==> src/hw/rtl/lpfd_pkg.sv <==
`timescale 1ns / 1ps

package lpfd_pkg;

  localparam int LENGTH_BITS = 24;
  localparam int LIMIT_BITS  = 24;

  localparam logic [7:0]  SYNC_FIRST  = 8'hAA;
  localparam logic [7:0]  SYNC_SECOND = 8'h55;
  localparam logic [15:0] CRC_INIT    = 16'hFFFF;
  localparam logic [15:0] CRC_POLY    = 16'h1021;
  localparam logic [15:0] CRC_TOP     = 16'h8000;
  localparam logic [LIMIT_BITS-1:0] LIMIT_RESET = LIMIT_BITS'(1048576);

  localparam logic [1:0] ST_PAYLOAD  = 2'd0;
  localparam logic [1:0] ST_CRC_GOOD = 2'd1;
  localparam logic [1:0] ST_CRC_BAD  = 2'd2;
  localparam logic [1:0] ST_OVERSIZE = 2'd3;

  typedef struct packed {
    logic        valid;
    logic [7:0]  data_byte;
    logic        is_last;
    logic [1:0]  status;
    logic [31:0] frame_length;
    logic [15:0] computed_crc;
    logic [15:0] received_crc;
  } lpfd_result_t;

  function automatic logic [15:0] crc16_byte(input logic [15:0] crc, input logic [7:0] b);
    logic [15:0] c;
    c = crc ^ {b, 8'h00};
    for (int k = 0; k < 8; k++) begin
      if ((c & CRC_TOP) != 16'h0000) begin
        c = {c[14:0], 1'b0} ^ CRC_POLY;
      end else begin
        c = {c[14:0], 1'b0};
      end
    end
    return c;
  endfunction

endpackage

==> src/hw/rtl/length_prefixed_frame_deframer_top.sv <==
`timescale 1ns / 1ps

// Channel   Direction  Signals                          Contents
// s_axis    in         tvalid tready tdata[7:0]         received stream byte
// m_axis    out        tvalid tready tdata tlast tuser  payload byte or frame report
// cfg       in         cfg_valid cfg_ready cfg_data     max_payload_length
//
// One byte is taken every cycle unless the output stalls; a byte passes an input
// register, the parse and CRC logic and the output register that presents it.
// Synchronous reset returns the parser to header hunting and the limit to 1048576.
// A stalled output holds both registers and lowers s_axis_tready once the
// input register is full; cfg_ready is always high.

module length_prefixed_frame_deframer_top (
  input  logic                            clk,
  input  logic                            rst,
  input  logic                            s_axis_tvalid,
  output logic                            s_axis_tready,
  input  logic [7:0]                      s_axis_tdata,   // rx_byte
  output logic                            m_axis_tvalid,
  input  logic                            m_axis_tready,
  output logic [71:0]                     m_axis_tdata,   // data_byte, frame_length,
                                                          // computed_crc, received_crc
  output logic                            m_axis_tlast,   // is_last
  output logic [1:0]                      m_axis_tuser,   // status
  input  logic                            cfg_valid,
  output logic                            cfg_ready,
  input  logic [lpfd_pkg::LIMIT_BITS-1:0] cfg_data
);
  import lpfd_pkg::*;

  logic                  in_valid;
  logic [7:0]            in_byte;
  logic                  advance;
  logic                  step;
  logic [LIMIT_BITS-1:0] max_len;
  lpfd_result_t          res;
  lpfd_result_t          out_reg;

  assign advance       = !m_axis_tvalid || m_axis_tready;
  assign step          = in_valid && advance;
  assign s_axis_tready = !in_valid || advance;
  assign cfg_ready     = 1'b1;

  always_ff @(posedge clk) begin
    if (rst) begin
      in_valid <= 1'b0;
    end else if (s_axis_tready) begin
      in_valid <= s_axis_tvalid;
    end
  end

  always_ff @(posedge clk) begin
    if (s_axis_tready && s_axis_tvalid) begin
      in_byte <= s_axis_tdata;
    end
  end

  always_ff @(posedge clk) begin
    if (rst) begin
      max_len <= LIMIT_RESET;
    end else if (cfg_valid) begin
      max_len <= cfg_data;
    end
  end

  lpfd_parser u_parser (
    .clk     (clk),
    .rst     (rst),
    .step    (step),
    .rx_byte (in_byte),
    .max_len (max_len),
    .result  (res)
  );

  always_ff @(posedge clk) begin
    if (rst) begin
      m_axis_tvalid <= 1'b0;
    end else if (advance) begin
      m_axis_tvalid <= step && res.valid;
    end
  end

  always_ff @(posedge clk) begin
    if (step && res.valid) begin
      out_reg <= res;
    end
  end

  assign m_axis_tdata = {out_reg.received_crc, out_reg.computed_crc,
                         out_reg.frame_length, out_reg.data_byte};
  assign m_axis_tlast = out_reg.is_last;
  assign m_axis_tuser = out_reg.status;

endmodule

==> src/hw/rtl/lpfd_parser.sv <==
`timescale 1ns / 1ps

module lpfd_parser (
  input  logic                           clk,
  input  logic                           rst,
  input  logic                           step,
  input  logic [7:0]                     rx_byte,
  input  logic [lpfd_pkg::LIMIT_BITS-1:0] max_len,
  output lpfd_pkg::lpfd_result_t         result
);
  import lpfd_pkg::*;

  typedef enum logic [5:0] {
    PH_HUNT   = 6'b000001,
    PH_SYNC   = 6'b000010,
    PH_LEN    = 6'b000100,
    PH_DATA   = 6'b001000,
    PH_TRL_LO = 6'b010000,
    PH_TRL_HI = 6'b100000
  } phase_t;

  localparam logic [31:0] COUNT_MASK = 32'((64'd1 << LENGTH_BITS) - 64'd1);

  phase_t                 phase, phase_next;
  logic [1:0]             field_idx, field_idx_next;
  logic [31:0]            declared, declared_next;
  logic [LENGTH_BITS-1:0] remaining, remaining_next;
  logic [15:0]            crc, crc_next;
  logic [7:0]             trl_lo, trl_lo_next;
  logic [31:0]            len_full;
  logic [15:0]            rx_crc;
  logic [LENGTH_BITS-1:0] rem_dec;

  assign len_full = declared | (32'(rx_byte) << {field_idx, 3'b000});
  assign rx_crc   = {rx_byte, trl_lo};
  assign rem_dec  = remaining - LENGTH_BITS'(1);

  always_comb begin
    phase_next     = phase;
    field_idx_next = field_idx;
    declared_next  = declared;
    remaining_next = remaining;
    crc_next       = crc;
    trl_lo_next    = trl_lo;
    result         = '0;
    unique case (phase)
      PH_SYNC: begin
        if (rx_byte == SYNC_SECOND) begin
          phase_next     = PH_LEN;
          field_idx_next = 2'd0;
          declared_next  = 32'd0;
        end else if (rx_byte != SYNC_FIRST) begin
          phase_next = PH_HUNT;
        end
      end
      PH_LEN: begin
        declared_next = len_full;
        if (field_idx != 2'd3) begin
          field_idx_next = field_idx + 2'd1;
        end else begin
          field_idx_next = 2'd0;
          if (len_full > {{(32-LIMIT_BITS){1'b0}}, max_len} || len_full > COUNT_MASK) begin
            result.valid        = 1'b1;
            result.is_last      = 1'b1;
            result.status       = ST_OVERSIZE;
            result.frame_length = len_full;
            phase_next          = PH_HUNT;
            crc_next            = CRC_INIT;
          end else begin
            crc_next       = CRC_INIT;
            remaining_next = len_full[LENGTH_BITS-1:0];
            phase_next     = (len_full[LENGTH_BITS-1:0] == '0) ? PH_TRL_LO : PH_DATA;
          end
        end
      end
      PH_DATA: begin
        crc_next         = crc16_byte(crc, rx_byte);
        remaining_next   = rem_dec;
        if (rem_dec == '0) begin
          phase_next = PH_TRL_LO;
        end
        result.valid     = 1'b1;
        result.data_byte = rx_byte;
        result.status    = ST_PAYLOAD;
      end
      PH_TRL_LO: begin
        trl_lo_next = rx_byte;
        phase_next  = PH_TRL_HI;
      end
      PH_TRL_HI: begin
        result.valid        = 1'b1;
        result.is_last      = 1'b1;
        result.status       = (rx_crc == crc) ? ST_CRC_GOOD : ST_CRC_BAD;
        result.frame_length = declared;
        result.computed_crc = crc;
        result.received_crc = rx_crc;
        phase_next          = PH_HUNT;
        field_idx_next      = 2'd0;
        crc_next            = CRC_INIT;
      end
      default: begin
        phase_next = (rx_byte == SYNC_FIRST) ? PH_SYNC : PH_HUNT;
      end
    endcase
  end

  always_ff @(posedge clk) begin
    if (rst) begin
      phase     <= PH_HUNT;
      field_idx <= 2'd0;
      declared  <= 32'd0;
      remaining <= '0;
      crc       <= CRC_INIT;
      trl_lo    <= 8'd0;
    end else if (step) begin
      phase     <= phase_next;
      field_idx <= field_idx_next;
      declared  <= declared_next;
      remaining <= remaining_next;
      crc       <= crc_next;
      trl_lo    <= trl_lo_next;
    end
  end

endmodule
==> config.mk <==
export PLATFORM = sky130hd
export DESIGN_NAME = length_prefixed_frame_deframer_top
export DESIGN_NICKNAME = d
export VERILOG_FILES = /design/src/hw/rtl/lpfd_pkg.sv /design/src/hw/rtl/length_prefixed_frame_deframer_top.sv /design/src/hw/rtl/lpfd_parser.sv
export SDC_FILE = /design/constraint.sdc
export NUM_CORES = 1
export LEC_CHECK = 0
export BUFFER_PORTS_ARGS = -buffer_cell sky130_fd_sc_hd__buf_4
export CORE_MARGIN = 10
export CORE_UTILIZATION = 53
export CTS_CLUSTER_SIZE = 28
export DETAILED_ROUTE_END_ITERATION = 12
export PLACE_DENSITY_LB_ADDON = 0.25
export SLEW_MARGIN = 20
export SYNTH_ARGS = -nofsm -noshare
export SYNTH_HDL_FRONTEND = slang
export SYNTH_SLANG_ARGS = --single-unit
==> constraint.sdc <==
create_clock -name clk -period 7.3 [get_ports clk]
set_clock_uncertainty 0.2 [all_clocks]
set_input_delay 1.095 -clock clk [delete_from_list [all_inputs] [get_ports clk]]
set_output_delay 1.095 -clock clk [all_outputs]
set_load 0.05 [all_outputs]
### Word-level counts from Yosys, hierarchy flattened

Index checks and enable logic that the tools add are counted.
W data, S select, Z words.

* $add $sub $neg: 2
* order comparisons: 2
* equality and inequality tests: 15
* shift operators: 1
* mux-type cells: 42
* bitwise operators: 10
* reduce and logical (&&, ||, !) cells: 21

Operators by type and width (count)
* $mux W16: 8
* $pmux W32 S2: 2
* $mux W13: 8
* $mux W35: 2
* $logic_not A24 Y1: 2
* $mux W24: 2
* $pmux W16 S3: 1
* $pmux W24 S2: 1
* $gt A32 B24 Y1: 1
* $gt A32 B24 Y1 const B: 1
* $mux W32: 1
* $or A32 B32 Y32: 1
* $shl A8 B5 Y32: 1
* $mux W6: 5
* $pmux W6 S5: 1
* $not A3 Y3: 8
* $sub A24 B1 Y24 const B: 1
* $eq A16 B16 Y1: 1
* $xor A16 B16 Y16: 1
* $reduce_and A3 Y1: 3
* $eq A8 B7 Y1 const B: 1
* $eq A8 B8 Y1 const B: 1
* $mux W2: 4
* $ne A8 B8 Y1 const B: 1
* 22 further kinds: 35

* register bits after elaboration: 197
* output and inout port bits: 78
* logic and storage cells: 109

### Depth between registers and ports, before layout

* depth after elaboration: 25
* gate-level depth with buffers: 13
* gate-level depth less buffers: 11

### By module

A second synthesis with hierarchy kept.

* cells, all modules: 1021
* area total of the unflattened synthesis: 9684.3 µm²

By module, submodules not included
* lpfd_parser: times used 1, cells an instance 847, area each 6212.2 µm², seq. area each 1761.7 µm²
* length_prefixed_frame_deframer_top: times used 1, cells an instance 174, area each 3472.1 µm², seq. area each 3012.9 µm²

### Worst setup path after synthesis

OpenSTA, ideal clock, no wires.

* path type: register to register
* from: reg u_parser.field_idx[0]
* to: reg out_reg (netlist bit m_axis_tdata[0]), enable pin
* setup time: 553 ps
* arrival: 6317 ps
* data required time: 6547 ps
* slack: 230 ps
* cell stages (with the launch flop): 14
* path buffers: 3
* cells stage by stage: dfxtp_1 > nor2b_1 > clkbuf_1 > a21oi_1 > inv_1 > ha_1 > nand4_1 > or3_1 > a21o_1 > a31oi_1 > o21ai_0 > clkbuf_1 > clkbuf_1 > a31oi_1

* cells in the longest elaborated chain, start to end: 8

Ends and longest elaborated chain
* from (decl): line lpfd_parser.sv:25 `logic [1:0] field_idx, field_idx_next;`
* from (signal assigned): line lpfd_parser.sv:117 `field_idx <= field_idx_next;`
* $shl A8 B5 Y32: line lpfd_parser.sv:34 `assign len_full = declared | (32'(rx_byte) << {field_idx, 3'b000});`
* $or A32 B32 Y32: line lpfd_parser.sv:34
* $gt A32 B24 Y1: line lpfd_parser.sv:62 `if (len_full > {{(32-LIMIT_BITS){1'b0}}, max_len} || len_full > COUNT_MASK) begin`
* $logic_or A1 B1 Y1: line lpfd_parser.sv:62
* $mux W1: line lpfd_parser.sv:62
* $mux W1 (*): line lpfd_parser.sv:58 `if (field_idx != 2'd3) begin`
* $pmux W1 S2 (*): line lpfd_parser.sv:46 `unique case (phase)`
* $logic_and A1 B1 Y1 (*): line length_prefixed_frame_deframer_top.sv:85 `if (step && res.valid) begin`
* to (signal assigned): line length_prefixed_frame_deframer_top.sv:86 `out_reg <= res;`
* to (decl): line length_prefixed_frame_deframer_top.sv:38 `lpfd_result_t out_reg;`

Mark *: on every way between the ends. The rest lies on a longest branch, timed or not.
A chain may end at the register's enable or synchronous reset.

### Final worst setup path

* from: reg u_parser.field_idx[0]
* to: reg out_reg (netlist bit m_axis_tdata[18]), enable pin

Same word-level chain as after synthesis.

==> results.sh <==
export IMPL_outcome="completed"
export IMPL_cts_setup_buffers=0
export IMPL_power_leakage_nw=4.55
export IMPL_power_frac_seq=0.513
export IMPL_cts_tree="done"
export IMPL_numPortBuffers=113
export IMPL_pwr_share_comb=0.081
export IMPL_clk_latency_ps=440
export IMPL_async_flop_share=0
export IMPL_drc=0
export IMPL_ys_seq_area_frac=0.493
export IMPL_cap_violations=0
export IMPL_area_growth_syn_to_layout_pct=15.9
export IMPL_synth_top_cell_area_share=0.257
export IMPL_cts_hold_fix_buffers=0
export IMPL_synth_area_leaders="edfxtp_1, dfxtp_1, mux2i_1"
export IMPL_start_util=0.539
export IMPL_grt_antenna_before_repair=0
export IMPL_drt_wl_total_mm=27.9
export IMPL_yosys_register_bits=197
export IMPL_min_from="max_len[20]"
export IMPL_die_w_um=155
export IMPL_hold_class="flip-flop to flip-flop"
export IMPL_worstSetupPathType="flip-flop to flip-flop"
export IMPL_slew_limit_headroom=0.302
export IMPL_ys_types=68
export IMPL_grt_max_degree=95
export IMPL_mappedNetlistArea_sq_um=9690
export IMPL_ir_worst_vdd_uv=158
export IMPL_die_area_sq_um=24100
export IMPL_grt_first_pass_wirelength_mm=43.7
export IMPL_finalSetupTns_ps=0
export IMPL_power_per_cell_area_nw_per_um2=204
export IMPL_num_io_pins=115
export IMPL_finalCriticalPeriod_ps=4640
export IMPL_switching_share=0.258
export IMPL_final_cells=1302
export IMPL_max_freq_mhz=215
export IMPL_fillers=1510
export IMPL_firstDrtPassIters=6
export IMPL_syn_nets=1054
export IMPL_cts_resized=0
export IMPL_drive_gt1_frac=0.171
export IMPL_avgSynthCellArea_sq_um=9.79
export IMPL_viasPerCell=6.22
export IMPL_post_route_util=0.625
export IMPL_crit_path_max_fanout=75
export IMPL_total_power_mw=2.30
export IMPL_r2r_start="u_parser.field_idx[0]"
export IMPL_ys_top_cells_by_count="dfxtp_1, nor2_1, edfxtp_1, nand2_1, clkbuf_1"
export IMPL_setup_viol=0
export IMPL_std_cell_rows=49
export IMPL_crit_start="u_parser.field_idx[0]"
export IMPL_num_antenna_cells=0
export IMPL_ant_nets=0
export IMPL_critPathLaunchType="flip-flop"
export IMPL_clock_sinks=197
export IMPL_cts_buffer_depth=2
export IMPL_grt_pass1_vias=7625
export IMPL_clk_pin_slew_ps=70
export IMPL_place_gp_congestion=0.952
export IMPL_wl_per_cell_um=21.5
export IMPL_post_synth_top_count_cell="dfxtp_1"
export IMPL_finalHoldViolations=0
export IMPL_yosysTopAreaCell="edfxtp_1"
export IMPL_fin_hold_ws_ps=299
export IMPL_cts_htree_levels=4
export IMPL_slew_violations=0
export IMPL_clkPwrFrac=0.406
export IMPL_worstSetupEndpointType="flip-flop"
export IMPL_cp_required_ps=7160
export IMPL_crit_arrival_ps=4510
export IMPL_finalCritPeriodShare=0.636
export IMPL_cts_root_buf="clkbuf_16"
export IMPL_post_place_cells=1270
export IMPL_tightest_slew_ps=1050
export IMPL_layout_nets=1124
export IMPL_core_area_sq_um=18000
export IMPL_dp_hpwl_mm=19.7
export IMPL_track_usage=0.228
export IMPL_power_internal_mw=1.70
export IMPL_grt_setup_unrepaired="false"
export IMPL_grt_overflow_total=0
export IMPL_p_sw_uw=592
export IMPL_num_vias=8092
export IMPL_ys_warn_count=0
export IMPL_synthFlopType="dfxtp_1"
export IMPL_initialDrtViolationCount=917
export IMPL_die_y_um=155
export IMPL_cts_buffers=17
export IMPL_syn_inst=990
export IMPL_synth_edff_count=83
==> worst max-delay path, stage by stage, from the launching register on <==
cell and delay [ps]:
dfxtp_1 430, nor2b_1 520, a21oi_1 220, inv_1 160, ha_1 160, nand4_1 170
or3_1 420, nor4_1 390, o31ai_1 150, o21ai_2 520, buf_4 350, a31oi_4 100
buf_4 410
==> power by group through the flow <==
| stage | sequential, mW | clock [mW] | combinational, mW |
|---|---|---|---|
| floorplan | 1.18 | 0 | 0.140 |
| global placement | 1.20 | 0 | 0.182 |
| detailed placement | 1.20 | 0 | 0.183 |
| CTS | 1.18 | 0.937 | 0.185 |
| global route | 1.18 | 0.986 | 0.205 |
| finish | 1.18 | 0.931 | 0.187 |
==> layer usage <==
metal	track usage	share of wire
met1	0.288	0.42
met2	0.363	0.46
met3	0.0466	0.076
met4	0.114	0.050
met5	0	0
==> cell families (layout without fill, tap and decap cells) <==
| group | Yosys count | after routing | share of synthesized area |
|---|---|---|---|
| AO/OA/AOI/OAI | 236 | 236 | 0.172 |
| XOR/XNOR | 36 | 36 | 0.0325 |
| adder cells (fa/ha/maj) | 27 | 27 | 0.0349 |
| buffers and inverters | 106 | 189 | 0.0426 |
| flip-flops | 197 | 197 | 0.493 |
| multiplexers | 44 | 44 | 0.0456 |
| other | 1 | 1 | 0.000387 |
| AND/OR/NAND/NOR | 343 | 343 | 0.179 |
==> sequential cells by signal, summed over array words and instances (netlist names), 2 cells and up <==
name                count
m_axis_tdata           72
u_parser.declared      32
max_len                24
u_parser.remaining     24
u_parser.crc           16
in_byte                 8
u_parser.trl_lo         8
u_parser.phase          6
m_axis_tuser            2
u_parser.field_idx      2
==> final timing paths <==
kind	cells after the start	endpoint	slack (ps)
max	12	m_axis_tdata[18]	2660
min	2	max_len[20]	300
max reg2reg	12	m_axis_tdata[18]	2660
min reg2reg	2	max_len[20]	300
==> metrics by stage <==
stage          setup slack (ps)  area [sq um]
2_1_floorplan               230          9690
3_3_place_gp               2850         10600
3_5_place_dp               2770         10600
4_1_cts                    2730         11200
5_1_grt                    2350         11200
6_report                   2660         11200
==> cell usage in the layout (no fill, tap or decap), types with 5 or more instances in the layout <==
| cell type | n |
|---|---|
| edfxtp_1 | 83 |
| buf_4 | 123 |
| nor3_1 | 16 |
| nor4_1 | 19 |
| inv_1 | 34 |
| ha_1 | 27 |
| o221a_2 | 14 |
| o21ai_0 | 24 |
| o22ai_1 | 16 |
| a21o_1 | 22 |
| nand3_1 | 22 |
| a22o_1 | 8 |
| a21oi_1 | 49 |
| nand4_1 | 15 |
| or4_1 | 5 |
| or3_1 | 5 |
| nand2_1 | 81 |
| and2_1 | 36 |
| a221oi_1 | 5 |
| xnor2_1 | 25 |
| a22oi_1 | 33 |
| nor2_1 | 97 |
| nor2b_1 | 7 |
| o211ai_1 | 7 |
| a31oi_1 | 9 |
| clkbuf_16 | 18 |
| xor2_1 | 11 |
| and3_1 | 11 |
| a21boi_0 | 19 |
| mux2i_1 | 43 |
| dfxtp_1 | 114 |
==> area by class of cell <==
cell class / count / area [sq um] / share of cell area
timing repair buffer: 123 / 923 / 0.0822
sequential: 197 / 4770 / 0.425
clock buffer: 19 / 454 / 0.0405
multi-input combinational: 687 / 4530 / 0.403
inverter: 34 / 128 / 0.0114
clock inverter: 13 / 136 / 0.0121
tap: 229 / 287 / 0.0255
Power figures use the tool's default switching activity.
